File: config.mk
export PLATFORM = sky130hd
export DESIGN_NAME = crs_job_queue
export DESIGN_NICKNAME = d
export VERILOG_FILES = /design/src/hdl/crs_pkg.sv /design/src/hdl/crs_job_queue.sv
export SDC_FILE = /design/constraint.sdc
export NUM_CORES = 1
export LEC_CHECK = 0
export ABC_AREA = 1
export ABC_CLOCK_PERIOD_IN_PS = 12500
export BUFFER_PORTS_ARGS = -buffer_cell sky130_fd_sc_hd__buf_2
export CELL_PAD_IN_SITES_DETAIL_PLACEMENT = 1
export CELL_PAD_IN_SITES_GLOBAL_PLACEMENT = 1
export CORE_MARGIN = 4
export CORE_UTILIZATION = 45
export DETAILED_ROUTE_END_ITERATION = 16
export PLACE_DENSITY_LB_ADDON = 0.1
export RECOVER_POWER = 25
export REMOVE_ABC_BUFFERS = 1
export SYNTH_ARGS = -nofsm -noshare
export SYNTH_HDL_FRONTEND = slang
export SYNTH_SLANG_ARGS = --single-unit
File: constraint.sdc
create_clock -name clk -period 12.5 [get_ports clk]
set_input_delay 1.25 -clock clk [delete_from_list [all_inputs] [get_ports clk]]
set_output_delay 1.25 -clock clk [all_outputs]
set_load 0.01 [all_outputs]
File: src/hdl/crs_pkg.sv
`timescale 1ns / 1ps
// ----------------------------------------------------------------------------
// crs_pkg
// Types, constants and the basis weight table of the Catmull-Rom smoother.
// ----------------------------------------------------------------------------
package crs_pkg;

  localparam int SEGMENT_STEPS = 10;

  localparam int COORD_W  = 24;
  localparam int WEIGHT_W = 18;
  localparam int PROD_W   = COORD_W + WEIGHT_W;
  localparam int ACC_W    = PROD_W + 2;
  localparam int FRAC_W   = 16;

  // Sample index into the weight table, and the per-job item counter.
  localparam int JW    = (SEGMENT_STEPS > 1) ? $clog2(SEGMENT_STEPS) : 1;
  localparam int CNT_W = ($clog2(SEGMENT_STEPS + 1) > 2) ? $clog2(SEGMENT_STEPS + 1) : 2;

  localparam int QUEUE_DEPTH = 2;

  localparam longint WEIGHT_DEN  = 2 * SEGMENT_STEPS * SEGMENT_STEPS * SEGMENT_STEPS;
  localparam longint WEIGHT_HALF = WEIGHT_DEN / 2;

  typedef logic signed [COORD_W-1:0]  coord_t;
  typedef logic signed [WEIGHT_W-1:0] weight_t;
  typedef weight_t [3:0]              weight_set_t;
  typedef weight_set_t [SEGMENT_STEPS-1:0] weight_table_t;

  localparam weight_t ONE_WEIGHT = weight_t'(longint'(1) << FRAC_W);

  // One unit of work for the back end: the four points and what to emit.
  typedef struct packed {
    coord_t [3:0] px;
    coord_t [3:0] py;
    logic         seg;
    logic         last;
    logic [1:0]   held;
  } crs_job_t;

  // Q1.16 weight, rounded to nearest with ties away from zero.
  function automatic longint round_q16(longint num);
    longint q;
    if (num >= 0) begin
      q = (num * 65536 + WEIGHT_HALF) / WEIGHT_DEN;
    end else begin
      q = -((-num * 65536 + WEIGHT_HALF) / WEIGHT_DEN);
    end
    return q;
  endfunction

  function automatic weight_table_t build_weight_table();
    weight_table_t tbl;
    longint n;
    longint j;
    int     jj;
    n = SEGMENT_STEPS;
    for (jj = 0; jj < SEGMENT_STEPS; jj++) begin
      j = jj;
      tbl[jj][0] = weight_t'(round_q16(-j * n * n + 2 * j * j * n - j * j * j));
      tbl[jj][1] = weight_t'(round_q16(2 * n * n * n - 5 * j * j * n + 3 * j * j * j));
      tbl[jj][2] = weight_t'(round_q16(j * n * n + 4 * j * j * n - 3 * j * j * j));
      tbl[jj][3] = weight_t'(round_q16(-j * j * n + j * j * j));
    end
    return tbl;
  endfunction

  localparam weight_table_t WEIGHT_TABLE = build_weight_table();

endpackage

File: src/hdl/crs_job_queue.sv
`timescale 1ns / 1ps
// ----------------------------------------------------------------------------
// crs_job_queue
// Two-entry queue of jobs between the front and the back end.
// ----------------------------------------------------------------------------
module crs_job_queue (
  input  logic              clk,
  input  logic              rst,
  input  logic              push,
  input  crs_pkg::crs_job_t push_job,
  output logic              full,
  input  logic              pop,
  output logic              head_valid,
  output crs_pkg::crs_job_t head_job
);
  import crs_pkg::*;

  localparam int PTR_W = $clog2(QUEUE_DEPTH);
  localparam int CNT_Q = $clog2(QUEUE_DEPTH + 1);

  crs_job_t             mem [QUEUE_DEPTH];
  logic [PTR_W-1:0]     wr_ptr;
  logic [PTR_W-1:0]     rd_ptr;
  logic [CNT_Q-1:0]     count;
  logic [CNT_Q-1:0]     count_next;

  assign full       = (count == CNT_Q'(QUEUE_DEPTH));
  assign head_valid = (count != '0);
  assign head_job   = mem[rd_ptr];

  always_comb begin
    count_next = count;
    if (push && !pop) begin
      count_next = count + CNT_Q'(1);
    end else if (pop && !push) begin
      count_next = count - CNT_Q'(1);
    end
  end

  always_ff @(posedge clk) begin
    if (rst) begin
      wr_ptr <= '0;
      rd_ptr <= '0;
      count  <= '0;
    end else begin
      if (push) begin
        wr_ptr <= wr_ptr + PTR_W'(1);
      end
      if (pop) begin
        rd_ptr <= rd_ptr + PTR_W'(1);
      end
      count <= count_next;
    end
  end

  always_ff @(posedge clk) begin
    if (push) begin
      mem[wr_ptr] <= push_job;
    end
  end

endmodule

# Word level (Yosys, flattened, before mapping)
# Memory sizes are Yosys's and may differ from the RTL's. A register that Yosys moved wholly into a read port is not among the register bits.
# Index checks and enable logic that the tools add are counted.
# op_classes
n_reduce_logical	6
eq_ne	1
add_sub_neg	4
mux	6
# ops
operator	count
$mux W1	4
$mux W2	2
$reduce_bool A2 Y1	2
$add A1 B1 Y1 const B	2
$add A2 B1 Y2 const B	1
$eq A2 B2 Y1 const B	1
$logic_and A1 B1 Y1	2
$logic_not A1 Y1	2
$sub A2 B1 Y2 const B	1
# word_totals
elab_cells	21
output_inout_bits	198
reg_bits	4
ramBits	392
inputBits	200
n_memories	1
# mem_list
memory	words	word_bits	rd	rd_ports_with_merged_regs	write_ports	line_no	rtl
mem	2	196	1	1	1	crs_job_queue.sv:21	crs_job_t mem [QUEUE_DEPTH];

# Logic depth before layout (Yosys ltp)
# logic_depth
depth_word	4
ltp_mapped	8
mapped_depth_nobuf	8

# Worst setup path after synthesis
# No wires, ideal clock.
# synth_timing
kind	in2reg
startpoint	input push
endpoint	memory mem[0][0] in the netlist's numbering (enable)
cell_stages	2
arrival_time_ns	9.481
setup_time_ns	0.761
setup_slack_ns	2.259
required_time_ns	11.739
n_path_buf	0
cell_sequence	inv_1 nor2_1
# synth_via
elab_chain_cells	2
# synth_rtl
item	line_no	rtl
start: declaration	crs_job_queue.sv:9	input logic push,
$mux W1	crs_job_queue.sv:57	if (push) begin
$mux W1 (not written as such)	crs_job_queue.sv:58	mem[wr_ptr] <= push_job;
end: declaration	crs_job_queue.sv:21	
# No other way between the ends.

==> report_table.html <==
<table>
<tr><th>Metric</th><th>Value</th></tr>
<tr><th colspan="2">Synth</th></tr>
<tr><td>Distinct cells, synth</td><td>16</td></tr>
<tr><td>Cells after Synth</td><td>643</td></tr>
<tr><td>Most instantiated flip-flop cell in the synthesis netlist</td><td>sky130_fd_sc_hd__edfxtp_1</td></tr>
<tr><td>Post-synthesis instance area</td><td>14,950 sq um</td></tr>
<tr><td>Most numerous cell types in the synthesized netlist</td><td>sky130_fd_sc_hd__edfxtp_1 (392), sky130_fd_sc_hd__mux2_4 (140), sky130_fd_sc_hd__mux2_2 (56)</td></tr>
<tr><td>Sequential area share after synthesis</td><td>0.7942</td></tr>
<tr><td>Post-synth EDFFs</td><td>392</td></tr>
<tr><td>Synth area leaders</td><td>sky130_fd_sc_hd__edfxtp_1 (79%), sky130_fd_sc_hd__mux2_4 (14%), sky130_fd_sc_hd__mux2_2 (4.2%)</td></tr>
<tr><td>Most instantiated library cell after synthesis</td><td>sky130_fd_sc_hd__edfxtp_1</td></tr>
<tr><td>Share of synthesized flip-flops with an asynchronous set or reset</td><td>0</td></tr>
<tr><td>Avg Cell Area, Syn</td><td>23.25 sq um</td></tr>
<tr><td>#FFs+latches synth</td><td>397</td></tr>
<tr><td>Proportion of netlist area held by the largest area contributor</td><td>0.7875</td></tr>
<tr><td>Synth warnings</td><td>0</td></tr>
<tr><td>Post-synth top area cell</td><td>sky130_fd_sc_hd__edfxtp_1</td></tr>
<tr><th colspan="2">Critical path</th></tr>
<tr><td>CP Buf/Inv Count</td><td>3</td></tr>
<tr><td>Worst Reg2Reg Path Length in Cells</td><td>3</td></tr>
<tr><td>R2R setup slack</td><td>9.93 ns</td></tr>
<tr><td>Kind of cell adding the most delay to the critical path</td><td>buffers and inverters</td></tr>
<tr><td>Worst reg2reg endpoint</td><td>mem[1][156]$_DFFE_PP_</td></tr>
<tr><td>Endpoint required time on the critical path</td><td>11.25 ns</td></tr>
<tr><td>Worst setup EP type</td><td>output port</td></tr>
<tr><td>Cell at the slowest stage of the critical path</td><td>sky130_fd_sc_hd__dfxtp_4</td></tr>
<tr><td>Type of the worst setup path</td><td>reg -&gt; out</td></tr>
<tr><td>Biggest cell delay along the critical path</td><td>0.88 ns</td></tr>
<tr><td>Sort of element at the start of the critical path</td><td>flop</td></tr>
<tr><td>CP arrival</td><td>3.80 ns</td></tr>
<tr><td>RR Startpoint</td><td>wr_ptr$_SDFFE_PP0P_</td></tr>
<tr><td>Maximum fanout along the worst path</td><td>57</td></tr>
<tr><td>Sequence of cells on the critical path</td><td>buf_4, buf_4, mux2_2, buf_2</td></tr>
<tr><td>Top cell by count, worst path</td><td>sky130_fd_sc_hd__buf_4</td></tr>
<tr><th colspan="2">Finish</th></tr>
<tr><td>Number of nets in the layout</td><td>1,270</td></tr>
<tr><td>Multi-input gate area</td><td>2833 sq um</td></tr>
<tr><td>FF/Latch Area</td><td>11,880 sq um</td></tr>
<tr><td>Synth-to-Final Area Change</td><td>24.28%</td></tr>
<tr><td>Share of post-route cells with drive strength above 1</td><td>0.5615</td></tr>
<tr><td>Fillcell total</td><td>2,990</td></tr>
<tr><th colspan="2">Clocking</th></tr>
<tr><td>CTS Hold Buffers Added</td><td>0</td></tr>
<tr><td>Total clock buffers created by CTS</td><td>42</td></tr>
<tr><td>Count of instances resized after the clock tree is built</td><td>0</td></tr>
<tr><td>Root Buffer Master</td><td>sky130_fd_sc_hd__clkbuf_16</td></tr>
<tr><td>Clock latency on the worst-skew pair</td><td>0.52 ns</td></tr>
<tr><td>Deepest clock path buffer count</td><td>3</td></tr>
<tr><td>CTS tree</td><td>done</td></tr>
<tr><td>Clock-pin slew on the worst setup and hold paths</td><td>0.05 ns</td></tr>
<tr><td>Maximum level of the CTS H-tree</td><td>2</td></tr>
<tr><td>Number of buffers added for setup after CTS</td><td>0</td></tr>
<tr><td>TritonCTS Sinks</td><td>397</td></tr>
<tr><th colspan="2">Power and ir drop</th></tr>
<tr><td>Leak</td><td>7.166 nW</td></tr>
<tr><td>Pwr dens</td><td>163.7 nW/um^2</td></tr>
<tr><td>Max IR drop VDD</td><td>95.24 uV</td></tr>
<tr><th colspan="2">Placed design</th></tr>
<tr><td>Routability-driven placement congestion ratio</td><td>0.7488</td></tr>
<tr><td>Hpwl dp</td><td>22,330 um</td></tr>
<tr><td>Port Buf Inserts</td><td>397</td></tr>
<tr><th colspan="2">Routing</th></tr>
<tr><td>DRC violations left</td><td>0</td></tr>
<tr><td>Antenna Violating Nets Remaining</td><td>0</td></tr>
<tr><td>Total via count after detailed routing</td><td>7,502</td></tr>
<tr><td>Routed length per placed instance</td><td>21.14 um</td></tr>
<tr><td>Via density</td><td>4.856</td></tr>
<tr><td>Number of optimization iterations in the first detailed-route pass</td><td>4</td></tr>
<tr><td>Detailed Route WL</td><td>32,660 um</td></tr>
<tr><td>Starting DRC count in detailed routing</td><td>377</td></tr>
<tr><th colspan="2">Global routing</th></tr>
<tr><td>Number of global-route vias before repair</td><td>8,289</td></tr>
<tr><td>Global router's overall resource usage</td><td>0.1748</td></tr>
<tr><td>Wire length of the first global-routing pass</td><td>48,350 um</td></tr>
<tr><td>Maximum number of pins on one net before global-route repair</td><td>121</td></tr>
<tr><td>Initial antenna violation count</td><td>15</td></tr>
<tr><td>Total overflow reported by the global router</td><td>0</td></tr>
<tr><th colspan="2">Die</th></tr>
<tr><td>Die span in x</td><td>190.3 um</td></tr>
<tr><td>Floorplan die area</td><td>36,200 sq um</td></tr>
<tr><td>Row Count</td><td>66</td></tr>
<tr><td>Floorplan core area</td><td>32,620 sq um</td></tr>
<tr><td>I/O pins</td><td>398</td></tr>
<tr><td>Starting Density</td><td>0.4582</td></tr>
<tr><td>Die height</td><td>190.3 um</td></tr>
<tr><th colspan="2">Timing</th></tr>
<tr><td>Final sum of negative setup slack</td><td>0 ns</td></tr>
<tr><td>Worst Skew</td><td>0.01679 ns</td></tr>
<tr><td>Worst relative slew slack</td><td>0.2725</td></tr>
<tr><td>Final-layout worst hold slack</td><td>0.5248 ns</td></tr>
<tr><td>Transition time of the tightest slew-check pin</td><td>1.091 ns</td></tr>
<tr><td>Minimum period implied by the final worst setup slack</td><td>5.049 ns</td></tr>
<tr><td>Max-slew violation count</td><td>0</td></tr>
<tr><td>Period utilisation layout</td><td>0.4040</td></tr>
<tr><td>Fmax</td><td>0.1980 GHz</td></tr>
<tr><td>Number of failing hold endpoints at the final stage</td><td>0</td></tr>
<tr><td>RSZ-0062 raised after global routing</td><td>no</td></tr>
<tr><td>Number of endpoints failing setup at the final stage</td><td>0</td></tr>
<tr><th colspan="2">Hold path</th></tr>
<tr><td>Number of instances on the worst hold path</td><td>2</td></tr>
<tr><td>Hold EP</td><td>rd_ptr$_SDFFE_PP0P_</td></tr>
<tr><td>Start point of the worst min-delay path</td><td>rd_ptr$_SDFFE_PP0P_</td></tr>
<tr><td>Path type of the worst min-delay path</td><td>reg -&gt; reg</td></tr>
<tr><th colspan="2">Flow run</th></tr>
<tr><td>Max Cap Violations</td><td>0</td></tr>
<tr><th colspan="2">Status</th></tr>
<tr><td>Outcome</td><td>finished clean</td></tr>
</table>
-- logic make-up after synthesis --
group,after synthesis,share of synthesized area
flops,397,0.7942
mux,196,0.1828
buf+inv,31,0.01674
simple gates,15,0.004101
compound gates,2,0.0006690
xor+xnor,1,0.0005861
fa+ha+maj,1,0.0008370
-- cell usage in the layout, fill, tap and decap left out, types with 3 or more instances in the layout --
master and n:
sky130_fd_sc_hd__buf_2 352, sky130_fd_sc_hd__buf_4 7, sky130_fd_sc_hd__clkbuf_1 54, sky130_fd_sc_hd__clkbuf_16 45, sky130_fd_sc_hd__clkinv_1 5, sky130_fd_sc_hd__clkinv_2 9
sky130_fd_sc_hd__clkinvlp_4 3, sky130_fd_sc_hd__dfxtp_1 4, sky130_fd_sc_hd__diode_2 6, sky130_fd_sc_hd__edfxtp_1 392, sky130_fd_sc_hd__inv_1 8, sky130_fd_sc_hd__mux2_2 56
sky130_fd_sc_hd__mux2_4 140, sky130_fd_sc_hd__nand2_1 6, sky130_fd_sc_hd__nor2_1 5
-- routing by layer --
layer / global-route usage / vias to the layer above / share of wire
met5: 0 / - / 0.0035
met4: 0.06188 / 20 / 0.034
met3: 0.06463 / 85 / 0.093
met2: 0.3039 / 287 / 0.50
met1: 0.1997 / 3705 / 0.36
li1: - / 3405 / -
-- layout make-up --
class                           instances  share of cell area
Multi-Input combinational cell        215              0.1525
Clock buffer                           54             0.06244
Sequential cell                       397              0.6393
Antenna cell                            6           0.0008082
Timing Repair Buffer                  404              0.1068
Clock inverter                         18            0.006264
Inverter                                9            0.002223
Tap cell                              442             0.02977
-- tightest hold or removal path: cells and delay by family, from the launching register on --
kind          cells  cell delay [ns]
flops             1             0.33
xor+xnor          1             0.09
simple gates      1             0.08
-- worst max-delay path by stage --
stage                     from                  end  slack (ns)  cells after the start
final                     flop        head_job[175]        7.45                      4
after global routing      flop        head_job[175]        7.25                      4
after CTS                 flop        head_job[175]        7.40                      4
after detailed placement  flop         head_job[15]        7.98                      4
after global placement    flop         head_job[29]        7.96                      4
after floorplan           push  mem[0][0]$_DFFE_PP_        2.26                      2
-- registers in the layout, indices dropped and copies added, names as in the netlist, named ones only --
| register | cells |
|---|---|
| mem | 392 |
| count | 2 |
| rd_ptr | 1 |
| wr_ptr | 1 |
-- stage by stage --
stage	instances	setup slack [ns]	area (sq um)	power [W]	utilization
finish	1545	7.451	18580	0.003041	0.5695
global route	1543	7.249	18570	0.003173	0.5694
CTS	1539	7.398	18620	0.003088	0.5708
detailed placement	1467	7.976	17340	0.001935	0.5316
global placement	1467	7.962	17340	0.001926	0.5316
floorplan	621	2.259	14730	0.001843	-
-- power by group --
part / internal, W / total [W] / switching, W
clock: 0.000672 / 0.00114 / 0.000470
combinational: 0.000163 / 0.000329 / 0.000166
sequential: 0.00154 / 0.00157 / 0.0000249
Note: power is estimated with default switching activity, not from simulation.
