`src/hdl/crs_pkg.sv`:
```
`timescale 1ns / 1ps
// ----------------------------------------------------------------------------
// crs_pkg
// Types, constants and the basis weight table of the Catmull-Rom smoother.
// ----------------------------------------------------------------------------
package crs_pkg;

  localparam int SEGMENT_STEPS = 10;

  localparam int COORD_W  = 24;
  localparam int WEIGHT_W = 18;
  localparam int PROD_W   = COORD_W + WEIGHT_W;
  localparam int ACC_W    = PROD_W + 2;
  localparam int FRAC_W   = 16;

  // Sample index into the weight table, and the per-job item counter.
  localparam int JW    = (SEGMENT_STEPS > 1) ? $clog2(SEGMENT_STEPS) : 1;
  localparam int CNT_W = ($clog2(SEGMENT_STEPS + 1) > 2) ? $clog2(SEGMENT_STEPS + 1) : 2;

  localparam int QUEUE_DEPTH = 2;

  localparam longint WEIGHT_DEN  = 2 * SEGMENT_STEPS * SEGMENT_STEPS * SEGMENT_STEPS;
  localparam longint WEIGHT_HALF = WEIGHT_DEN / 2;

  typedef logic signed [COORD_W-1:0]  coord_t;
  typedef logic signed [WEIGHT_W-1:0] weight_t;
  typedef weight_t [3:0]              weight_set_t;
  typedef weight_set_t [SEGMENT_STEPS-1:0] weight_table_t;

  localparam weight_t ONE_WEIGHT = weight_t'(longint'(1) << FRAC_W);

  // One unit of work for the back end: the four points and what to emit.
  typedef struct packed {
    coord_t [3:0] px;
    coord_t [3:0] py;
    logic         seg;
    logic         last;
    logic [1:0]   held;
  } crs_job_t;

  // Q1.16 weight, rounded to nearest with ties away from zero.
  function automatic longint round_q16(longint num);
    longint q;
    if (num >= 0) begin
      q = (num * 65536 + WEIGHT_HALF) / WEIGHT_DEN;
    end else begin
      q = -((-num * 65536 + WEIGHT_HALF) / WEIGHT_DEN);
    end
    return q;
  endfunction

  function automatic weight_table_t build_weight_table();
    weight_table_t tbl;
    longint n;
    longint j;
    int     jj;
    n = SEGMENT_STEPS;
    for (jj = 0; jj < SEGMENT_STEPS; jj++) begin
      j = jj;
      tbl[jj][0] = weight_t'(round_q16(-j * n * n + 2 * j * j * n - j * j * j));
      tbl[jj][1] = weight_t'(round_q16(2 * n * n * n - 5 * j * j * n + 3 * j * j * j));
      tbl[jj][2] = weight_t'(round_q16(j * n * n + 4 * j * j * n - 3 * j * j * j));
      tbl[jj][3] = weight_t'(round_q16(-j * j * n + j * j * j));
    end
    return tbl;
  endfunction

  localparam weight_table_t WEIGHT_TABLE = build_weight_table();

endpackage

```
`src/hdl/crs_front.sv`:
```
`timescale 1ns / 1ps
// ----------------------------------------------------------------------------
// crs_front
// Takes path points, keeps the window of three held points and queues a job
// whenever a point causes output.
// ----------------------------------------------------------------------------
module crs_front (
  input  logic              clk,
  input  logic              rst,
  input  logic              in_valid,
  output logic              in_ready,
  input  crs_pkg::coord_t   in_x,
  input  crs_pkg::coord_t   in_y,
  input  logic              in_last,
  input  logic              queue_full,
  output logic              push,
  output crs_pkg::crs_job_t job
);
  import crs_pkg::*;

  coord_t     win_x [3];
  coord_t     win_y [3];
  coord_t     win_x_next [3];
  coord_t     win_y_next [3];
  logic [1:0] held;
  logic [1:0] held_next;
  logic       accept;
  logic       full_window;

  assign in_ready    = !queue_full;
  assign accept      = in_valid && in_ready;
  assign full_window = (held == 2'd3);
  assign push        = accept && (full_window || in_last);

  always_comb begin
    job.px[0] = win_x[0];
    job.px[1] = win_x[1];
    job.px[2] = win_x[2];
    job.px[3] = in_x;
    job.py[0] = win_y[0];
    job.py[1] = win_y[1];
    job.py[2] = win_y[2];
    job.py[3] = in_y;
    job.seg   = full_window;
    job.last  = in_last;
    job.held  = held;
  end

  always_comb begin
    win_x_next = win_x;
    win_y_next = win_y;
    held_next  = held;
    if (accept) begin
      if (in_last) begin
        win_x_next = '{default: '0};
        win_y_next = '{default: '0};
        held_next  = 2'd0;
      end else if (full_window) begin
        win_x_next[0] = win_x[1];
        win_x_next[1] = win_x[2];
        win_x_next[2] = in_x;
        win_y_next[0] = win_y[1];
        win_y_next[1] = win_y[2];
        win_y_next[2] = in_y;
      end else begin
        win_x_next[held] = in_x;
        win_y_next[held] = in_y;
        held_next        = held + 2'd1;
      end
    end
  end

  always_ff @(posedge clk) begin
    if (rst) begin
      win_x <= '{default: '0};
      win_y <= '{default: '0};
      held  <= 2'd0;
    end else begin
      win_x <= win_x_next;
      win_y <= win_y_next;
      held  <= held_next;
    end
  end

endmodule

```
`config.mk`:
```
export PLATFORM = sky130hd
export DESIGN_NAME = crs_front
export DESIGN_NICKNAME = d
export VERILOG_FILES = /design/src/hdl/crs_pkg.sv /design/src/hdl/crs_front.sv
export SDC_FILE = /design/constraint.sdc
export NUM_CORES = 1
export LEC_CHECK = 0
export ABC_CLOCK_PERIOD_IN_PS = 4200
export BUFFER_PORTS_ARGS = -buffer_cell sky130_fd_sc_hd__buf_2
export CORE_AREA = 3 3 173 159
export CTS_BUF_LIST = sky130_fd_sc_hd__clkbuf_16
export DETAILED_ROUTE_END_ITERATION = 8
export DIE_AREA = 0 0 176 162
export PLACE_DENSITY_LB_ADDON = 0.08
export SETUP_SLACK_MARGIN = 0.05
export SLEW_MARGIN = 20
export SYNTH_ARGS = -nofsm -noshare
export SYNTH_HDL_FRONTEND = slang
export SYNTH_SLANG_ARGS = --single-unit
```
`constraint.sdc`:
```
create_clock -name clk -period 4.2 [get_ports clk]
set_input_delay 0.21 -clock clk [delete_from_list [all_inputs] [get_ports clk]]
set_output_delay 0.21 -clock clk [all_outputs]
set_load 0.1 [all_outputs]
```
Word-level counts from Yosys, hierarchy flattened --
Cells that the tools add are included. Widths: inputs -> output; s select.
Storage, ports and cells: bits in registers 146, bits in latches 0, memory bits (writable) 0, ROM bits 0, input port bits 53, memories 0
Cells by class: $add $sub $neg 1, multipliers 0, divide/modulo/power cells 0, $lt $le $gt $ge 2, eq/ne operators 2, shift-type cells 0, muxes and demuxes 10, bitwise operators 1, reduce and logical (&&, ||, !) cells 6
Operators by type and width (count):
- $mux 72 | 4
- $bwmux 72 | 2
- $demux 24 s2 | 1
- $mux 24 | 1
- $mux 2 | 2
- $ge 3x3->1 const B | 1
- $logic_and 1x1->1 | 3
- $lt 3x1->1 const B | 1
- $not 2->3 | 1
- $add 2x1->2 const B | 1
- $eq 2x2->1 const B | 1
- $ne 2x2->1 const B | 1
- $reduce_and 2->1 | 1
- $logic_not 1->1 | 1
- $logic_or 1x1->1 | 1

Longest topological paths before layout --
Gate-level depths: netlist of run 1.
depth in word-level cells 8, gate-level depth with buffers 7, depth with buffers taken out 5

Least setup slack after synthesis of run 1 --
OpenSTA, ideal clock, no wires.
path kind reg-to-output, start point register held[0], end point output port push, arrival time 2.713 ns, required time 3.990 ns, slack 1.277 ns, cell stages (with the launch flop) 4, buffers on the path 0, cell sequence dfxtp_1 > ha_1 > nor2_1 > nor2_1
Between the ends: cells in the longest elaborated chain, start to end 3
Ends and longest elaborated chain:
- start: declaration | RTL line crs_front.sv:25 | logic [1:0] held;
- start signal: assignment | RTL line crs_front.sv:81 | held <= held_next;
- $eq 2x2->1 | RTL line crs_front.sv:32 | assign full_window = (held == 2'd3);
- net full_window | RTL line crs_front.sv:28 | logic full_window;
- $logic_or 1x1->1 | RTL line crs_front.sv:33 | assign push = accept && (full_window || in_last);
- $logic_and 1x1->1 | RTL line crs_front.sv:33
- end: declaration | RTL line crs_front.sv:16 | output logic push,
The timed path passes the listed nets, and every way through them passes these cells.

Final worst setup path of run 1 --
start point register held[0], end point output port push
Between the ends: cells in the longest elaborated chain, start to end 3
Ends and longest elaborated chain (RTL line):
- $eq 2x2->1 | crs_front.sv:32
- $logic_or 1x1->1 | crs_front.sv:33
- $logic_and 1x1->1 | crs_front.sv:33
No other way between the ends.

==> impl_metrics.json, run 1 <==
{
  "cp.arrival_ns": 2.59,
  "p_leak_uw": 0.00335,
  "synth_cells": 643,
  "core-area_um2": 25900,
  "synth_area_leader_cell": "dfxtp_1",
  "grt_pass1_vias": 5959,
  "outcome": "complete, no violations",
  "antenna_found_initial": 0,
  "ir_drop_v": 0.000221,
  "clock_latency_ns": 0.42,
  "wl_um": 23200,
  "hpwl_um": 15300,
  "die_h_um": 162,
  "floorplan.die_area_um2": 28500,
  "endpoint_kind": "output pin",
  "grt_overflow": 0,
  "finClkSkew_ns": 0.00537,
  "hold_path_class": "in -> reg",
  "startpoint_type": "register",
  "pin_count": 251,
  "cts.sink_count": 146,
  "tightest_slew_ns": 1.01,
  "drt_pre_antenna_iters": 5,
  "ctsResizeCount": 0,
  "yosys.cell_types.count": 28,
  "path_class": "reg -> out",
  "cts.path.max_buffers": 2,
  "timing.final.crit_share": 0.668,
  "cp_max_fo": 76,
  "numPortBuffers": 250,
  "layout_common_cells": "buf_2, dfxtp_1, a22oi_1",
  "antennaDiodeCount": 0,
  "root_buffer": "clkbuf_16",
  "final_common_cell": "buf_2",
  "syn_avg_cell_area_um2": 9.99,
  "ant_nets": 0,
  "synth_area_leaders": "dfxtp_1, o2bb2ai_1, a22oi_1",
  "p_per_area_nw_per_um2": 433,
  "grt_pass1_wl_um": 35900,
  "fmax_mhz": 357,
  "synthesis.nets": 700,
  "start_util": 0.248,
  "post_drt_wl_per_cell_um": 20.0,
  "drive_above_1_share": 0.371,
  "finalNetCount": 858,
  "vias": 5862,
  "holdBufCountCts": 0,
  "cp_data_required_time_ns": 3.99,
  "die_width_um": 176,
  "power_uw": 3550,
  "setup_violations": 0,
  "syn-cell-area_um2": 6420,
  "vias_per_cell": 5.04,
  "grt.total_usage": 0.160,
  "maxCapViolations": 0,
  "htreeDepth": 4,
  "rows": 56,
  "hold_viol_final": 0,
  "finalMaxSlewViolations": 0,
  "min_period_ns": 2.80,
  "cts_tree": "yes",
  "yosysWarnings": 0,
  "fin_setup_tns_ns": 0,
  "syn2layout_area_growth_pct": 27.7,
  "grt_max_degree": 77,
  "maxSlewHeadroom": 0.324,
  "clk_pin_slew_worst_paths_ns": 0.06,
  "gp_congestion": 0.712,
  "drt_iter0_drc": 337,
  "route.detailed.drc": 0,
  "post-cts-setup-buffers": 0,
  "rsz0062_at_grt": "false",
  "synth_seq_cells": 146,
  "yosysTopAreaCellShare": 0.455,
  "ys_seq_area_frac": 0.455,
  "numCtsBuffers": 17
}
critical path: stages (launching register included):
cell and delay (ns):
dfxtp_1 0.49, ha_4 0.79, nor2_1 0.28, nor2_1 0.15, buf_2 0.46
cell type report:
class	instances	area [µm²]
fill	2688	17700
multi-input combinational	370	2810
clock inverter	15	168
sequential	146	2920
tap	348	435
timing repair buffer	262	1420
clock buffer	17	425
inverter	4	15.0
kinds of logic after synthesis:
logic type / after synthesis / share of synthesized area
fa+ha+maj: 4 / 0.00779
buf+inv: 127 / 0.118
flops: 146 / 0.455
simple gates: 67 / 0.0629
compound gates: 299 / 0.356
registers in the layout, indices dropped and copies added, names as in the netlist:
register / flops
job: 144
held: 2
worst paths after layout:
check	from	to	slack (ns)	cells past startpoint
hold reg to reg	job[24]	job[24]	0.46	1
hold / removal	in_y[7]	job[59]	0.12	3
setup / recovery	held[0]	push	1.40	4
setup reg to reg	held[0]	job[102]	1.51	4
power by group:
part           leakage [µW]  internal (µW)  switching [µW]
combinational       0.00188            102             474
sequential          0.00118           1400            10.9
clock              0.000286            930             628
total               0.00335           2430            1110
per-stage QoR:
step	hold WS [ns]	setup slack (ns)	cells	util	cell area [µm²]
global placement	0.442	1.24	1126	0.290	7510
detailed placement	0.442	1.50	1129	0.293	7580
global route	0.117	1.20	1162	0.317	8200
floorplan	0.375	1.28	643	-	6420
finish	0.118	1.40	1162	0.317	8200
CTS	0.0921	1.34	1161	0.316	8170
routing by layer:
metal,share of wire,global-route usage
met5,0,0
met2,0.48,0.269
met3,0.054,0.0374
met4,0.015,0.0482
met1,0.45,0.206
synthesized netlist by cell type:
library cell and n:
dfxtp_1 146, a22oi_1 94, o2bb2ai_1 91, buf_4 51, o21ai_0 51, nand2b_1 49, o2111ai_1 48, buf_2 30
clkbuf_1 30, a21oi_1 8, buf_6 7, a211oi_1 4, ha_1 4, inv_1 4, nor2b_1 4, buf_1 3
nand2_1 3, nand3_1 3, nor2_1 3, clkbuf_2 2, a21oi_2 1, a21oi_4 1, a32o_1 1, and2_1 1
and3b_1 1, nor3b_1 1, or2_1 1, or3_1 1
(Power assumes the default switching activity.)
==> inputs of run 2 (changes only) <==
Settings changed: ABC_AREA from default to 1, ABC_CLOCK_PERIOD_IN_PS 4200 to 2800, CORE_AREA 3 3 173 159 to 3 3 187 171, DIE_AREA 0 0 176 162 to 0 0 190 174.
Clock period 4.2 ns to 2.8 ns, I/O delays scaled along.
==> impl_metrics.json, run 2 <==
{
  "switchingPower_uw": 2670,
  "clkPwrFrac": 0.369,
  "worstReg2RegEnd": "job[17]",
  "layout_common_cells": "nand2_1, buf_2, nor2_1",
  "cp_max_fo": 6,
  "regArea_um2": 2920,
  "final_common_cell": "nand2_1",
  "vias": 7570,
  "ctsResizeCount": 0,
  "path_class": "reg -> out",
  "yosys.cell_types.count": 24,
  "cp_data_required_time_ns": 2.66,
  "maxCapViolations": 0,
  "timing.final.crit_share": 0.710,
  "hold_ws_ns": 0.0111,
  "synth-edff-count": 0,
  "min_period_ns": 1.99,
  "synth_area_leaders": "dfxtp_1, nand2_1, nor2_1",
  "core-area_um2": 30000,
  "cts.path.max_buffers": 2,
  "power_frac_seq": 0.346,
  "worstRegToRegCells": 8,
  "swShare": 0.405,
  "die_width_um": 190,
  "start_util": 0.250,
  "finClkSkew_ns": 0.0159,
  "largest_reg_flops": 144,
  "setup_violations": 0,
  "syn-cell-area_um2": 7490,
  "grt.total_usage": 0.166,
  "synth.most_common_cell": "nand2_1",
  "synth_area_leader_cell": "dfxtp_1",
  "root_buffer": "clkbuf_16",
  "synthTopCellsByCount": "nand2_1, nor2_1, dfxtp_1",
  "vias_per_cell": 4.24,
  "clock_latency_ns": 0.43,
  "nFillCells": 3363,
  "yosysWarnings": 0,
  "post-cts-setup-buffers": 0,
  "hold_viol_final": 0,
  "finalNetCount": 1423,
  "rows": 60,
  "cts.sink_count": 146,
  "startpoint": "held[0]",
  "post_drt_wl_per_cell_um": 15.4,
  "p_per_area_nw_per_um2": 686,
  "ant_nets": 0,
  "finalMaxSlewViolations": 0,
  "worstHoldStart": "in_y[4]",
  "comb_power_share": 0.285,
  "hold_path_class": "in -> reg",
  "crit_chain": "ha_1 > inv_2 > nand2_1 > nand2_1 > inv_1 > buf_12",
  "drt_pre_antenna_iters": 6,
  "syn_avg_cell_area_um2": 6.34,
  "hpwl_um": 17600,
  "numCtsBuffers": 17,
  "drt_iter0_drc": 488,
  "synth-main-ff-cell": "dfxtp_1",
  "tightest_slew_ns": 0.581,
  "cts_tree": "yes",
  "grt_pass1_wl_um": 43500,
  "p_int_uw": 3920,
  "maxSlewHeadroom": 0.612,
  "cp.arrival_ns": 1.85,
  "wl_um": 27400,
  "die_h_um": 174,
  "synthesis.nets": 1239,
  "fin_setup_tns_ns": 0,
  "synth_cells": 1182,
  "floorplan.die_area_um2": 33100,
  "htreeDepth": 4,
  "multi_input_comb_area_um2": 3400,
  "synthArstFlopShare": 0,
  "p_leak_uw": 0.00491,
  "holdBufCountCts": 27,
  "clk_pin_slew_worst_paths_ns": 0.07,
  "endpoint_kind": "output pin",
  "crit_top_cell": "nand2_1",
  "startpoint_type": "register",
  "slowest_delay_ns": 0.44,
  "grt_overflow": 0,
  "syn2layout_area_growth_pct": 28.1,
  "r2r_slack_ns": 0.81,
  "rsz0062_at_grt": "false",
  "route.detailed.drc": 0,
  "antenna_found_initial": 3,
  "r2r-start": "held[0]",
  "ys_seq_area_frac": 0.390,
  "gp_congestion": 0.757,
  "synth_seq_cells": 146,
  "fmax_mhz": 503,
  "outcome": "complete, no violations",
  "drive_above_1_share": 0.226,
  "ir_drop_v": 0.000408,
  "pin_count": 251,
  "endpoint": "push",
  "numPortBuffers": 250,
  "yosysTopAreaCellShare": 0.390,
  "cp_slowest_cell": "dfxtp_1",
  "grt_max_degree": 96,
  "grt_pass1_vias": 7474
}
-- run 2: cells by family (layout without fill, tap and decap cells) --
logic type | Yosys count | in the layout | synth area share
AO/OA/AOI/OAI | 195 | 195 | 0.131
buffers and inverters | 237 | 434 | 0.159
adder cells (fa/ha/maj) | 4 | 4 | 0.00668
flip-flops | 146 | 146 | 0.390
AND/OR/NAND/NOR | 600 | 600 | 0.313
other | 0 | 2 | 0
-- run 2: critical path: cells and delay by family, from the launching register on --
kind	cells	cell delay (ns)
simple gates	2	0.23
buf+inv	3	0.40
fa+ha+maj	1	0.35
flops	1	0.44
-- run 2: how the worst min path moves through the flow --
stage          cells past startpoint  slack (ns)        to
3_3_place_gp                       2        0.38   held[0]
3_5_place_dp                       2        0.40  job[120]
6_report                           3        0.01   job[32]
2_1_floorplan                      1        0.21   held[0]
5_1_grt                            3       0.004   job[41]
4_1_cts                            3      0.0003   job[41]
-- run 2: metal layers --
metal	global-route usage	vias up	part of all wire	wire length, µm
li1	-	3971	-	-
met1	0.227	3382	0.49	13400
met2	0.270	200	0.45	12300
met3	0.0323	17	0.050	1370
met4	0.0373	0	0.013	365
met5	0	-	0	0
-- run 2: power by group through the flow --
stage | clock network [µW] | registers [µW] | logic, µW
floorplan | 0 | 3160 | 719
global placement | 0 | 2330 | 1860
detailed placement | 0 | 2330 | 1860
CTS | 2520 | 2280 | 1890
global route | 2590 | 2300 | 1990
finish | 2430 | 2280 | 1870
-- run 2: area by class of cell --
| class | instances | area share |
|---|---|---|
| diodes | 2 | 0.000522 |
| inverters | 106 | 0.0419 |
| well taps | 403 | 0.0525 |
| clock buffers | 17 | 0.0443 |
| multi-input cells | 799 | 0.355 |
| flip-flops and latches | 146 | 0.305 |
| repair buffers | 296 | 0.183 |
| clock inverters | 15 | 0.0186 |
-- run 2: per-stage QoR --
stage | power, µW | instance area [µm²] | setup WS, ns | util | instances
after floorplan | 3880 | 7490 | 0.431 | - | 1182
after global placement | 4190 | 8720 | 0.823 | 0.291 | 1723
after detailed placement | 4190 | 8720 | 0.751 | 0.291 | 1723
after CTS | 6690 | 9590 | 0.730 | 0.320 | 1782
after global routing | 6880 | 9600 | 0.591 | 0.320 | 1784
final | 6590 | 9600 | 0.813 | 0.320 | 1784
==> inputs of run 3 (changes only) <==
Settings changed: ABC_CLOCK_PERIOD_IN_PS 2800 to 1900.
Clock period 2.8 ns to 1.9 ns, I/O delays scaled along.
==> impl_metrics.json, run 3 (synthesized netlist as in run 2, its figures left out) <==
{
  "outcome": "complete, no violations",
  "min_period_ns": 1.72,
  "fin_setup_tns_ns": 0,
  "grt_pass1_vias": 7105,
  "drt_pre_antenna_iters": 5,
  "p_per_area_nw_per_um2": 959,
  "finClkSkew_ns": 0.0195,
  "cts.sink_count": 146,
  "grt_max_degree": 101,
  "fmax_mhz": 581,
  "switchingPower_uw": 3930,
  "cp_data_required_time_ns": 1.80,
  "path_class": "reg -> out",
  "post_drt_wl_per_cell_um": 14.9,
  "grt_pass1_wl_um": 41600,
  "grtUsageMet2": 0.253,
  "grt.total_usage": 0.159,
  "cp_slowest_cell": "dfxtp_4",
  "endpoint": "push",
  "crit_chain": "ha_1 > inv_2 > nand2_1 > nand2_2 > clkinvlp_4 > buf_12",
  "clkPwrFrac": 0.349,
  "worstRegToRegCells": 8,
  "cp.arrival_ns": 1.63,
  "grt_overflow": 0,
  "ant_nets": 0,
  "vias": 7563,
  "use_met1": 0.220,
  "vias_per_cell": 4.19,
  "rsz0062_at_grt": "false",
  "rows": 60,
  "floorplan.die_area_um2": 33100,
  "hold_ws_ns": 0.0561,
  "final_design_area_no_fill_um2": 9880,
  "r2r_slack_ns": 0.28,
  "maxCapViolations": 0,
  "nFillCells": 3314,
  "die_width_um": 190,
  "root_buffer": "clkbuf_16",
  "wl_um": 26900,
  "antennaDiodeCount": 0,
  "hold_path_class": "in -> reg",
  "core-area_um2": 30000,
  "largest_reg_flops": 144,
  "syn2layout_area_growth_pct": 32.0,
  "p_leak_uw": 0.00502,
  "power_frac_seq": 0.354,
  "startpoint_type": "register",
  "swShare": 0.415,
  "drt_iter0_drc": 433,
  "startpoint": "held[0]",
  "p_int_uw": 5550,
  "comb_power_share": 0.297,
  "antenna_found_initial": 0,
  "layout_common_cells": "nand2_1, buf_2, nor2_1",
  "dpl_cell_area_um2": 8840,
  "hold_viol_final": 0,
  "final_common_cell": "nand2_1",
  "cts_tree": "yes",
  "r2r-start": "held[0]",
  "timing.final.crit_share": 0.905,
  "route.detailed.drc": 0,
  "cts.path.max_buffers": 2,
  "worstReg2RegEnd": "job[168]",
  "post-cts-setup-buffers": 0,
  "cp_max_fo": 6,
  "tightest_slew_ns": 0.534,
  "drive_above_1_share": 0.228,
  "endpoint_kind": "output pin",
  "ir_drop_v": 0.000598,
  "slowest_delay_ns": 0.36,
  "numCtsBuffers": 17,
  "finalNetCount": 1448,
  "pin_count": 251,
  "maxSlewHeadroom": 0.644,
  "htreeDepth": 4,
  "clock_latency_ns": 0.43,
  "start_util": 0.250,
  "clk_pin_slew_worst_paths_ns": 0.06,
  "numPortBuffers": 250,
  "finalMaxSlewViolations": 0,
  "setup_violations": 0,
  "grt.met3_usage": 0.0367,
  "top_usage_layer": "met2",
  "gp_congestion": 0.729,
  "die_h_um": 174,
  "hpwl_um": 17500
}
run 3: changes by cell type in the layout (fill, tap and decap cells not counted), sizes merged, moves of 2 or more:
cell | before | now
dlygate4sd3 | 27 | 48
buf | 269 | 273
bufinv | 3 | 1
clkinv | 4 | 6
diode | 2 | 0
run 3: layout make-up:
class / count / area, µm² / share of cell area
tap: 403 / 504 / 0.0510
sequential: 146 / 2930 / 0.296
clock inverter: 15 / 134 / 0.0135
clock buffer: 17 / 425 / 0.0430
timing repair buffer: 321 / 2080 / 0.211
inverter: 106 / 405 / 0.0410
multi-input combinational: 799 / 3410 / 0.345
run 3: layer usage:
metal | wire length [µm] | part of all wire | vias to the layer above
li1 | - | - | 4029
met1 | 13200 | 0.49 | 3330
met2 | 12100 | 0.45 | 193
met3 | 1470 | 0.055 | 11
met4 | 238 | 0.0088 | 0
met5 | 0 | 0 | -
run 3: worst min-delay path by stage:
stage	from	end	slack [ns]	cells after the start
after floorplan	rst	held[0]	0.15	1
after global placement	rst	held[0]	0.35	2
after detailed placement	rst	held[0]	0.35	2
after CTS	queue_full	held[0]	0.02	4
after global routing	queue_full	held[0]	0.05	4
final	queue_full	held[0]	0.06	4
run 3: stage by stage:
stage | power, µW | cells | worst slack, ns | util
CTS | 9640 | 1807 | 0.0886 | 0.330
finish | 9480 | 1807 | 0.180 | 0.330
global route | 9930 | 1807 | 0.0741 | 0.330
detailed placement | 6190 | 1727 | 0.301 | 0.295
global placement | 6190 | 1727 | 0.318 | 0.295
floorplan | 5710 | 1182 | 0.0763 | -
run 3: worst max-delay path: cells and delay by family (launching register included):
family                     cells  cell delay, ns
buffers and inverters          3            0.37
DFF                            1            0.36
and+or+nand+nor                2            0.26
adders and majority gates      1            0.21
run 3: power groups by stage:
stage          Sequential (µW)  Combinational (µW)  Clock [µW]
3_3_place_gp              3430                2760           0
4_1_cts                   3360                2840        3440
3_5_place_dp              3430                2760           0
2_1_floorplan             4650                1060           0
6_report                  3350                2820        3310
5_1_grt                   3380                2980        3570
run 3: what timing repair did:
item | in CTS | in global routing
setup endpoints to repair | 0 | 1
resized for setup | 0 | 1
hold endpoints to repair | 50 | 0
hold buffers | 48 | 0
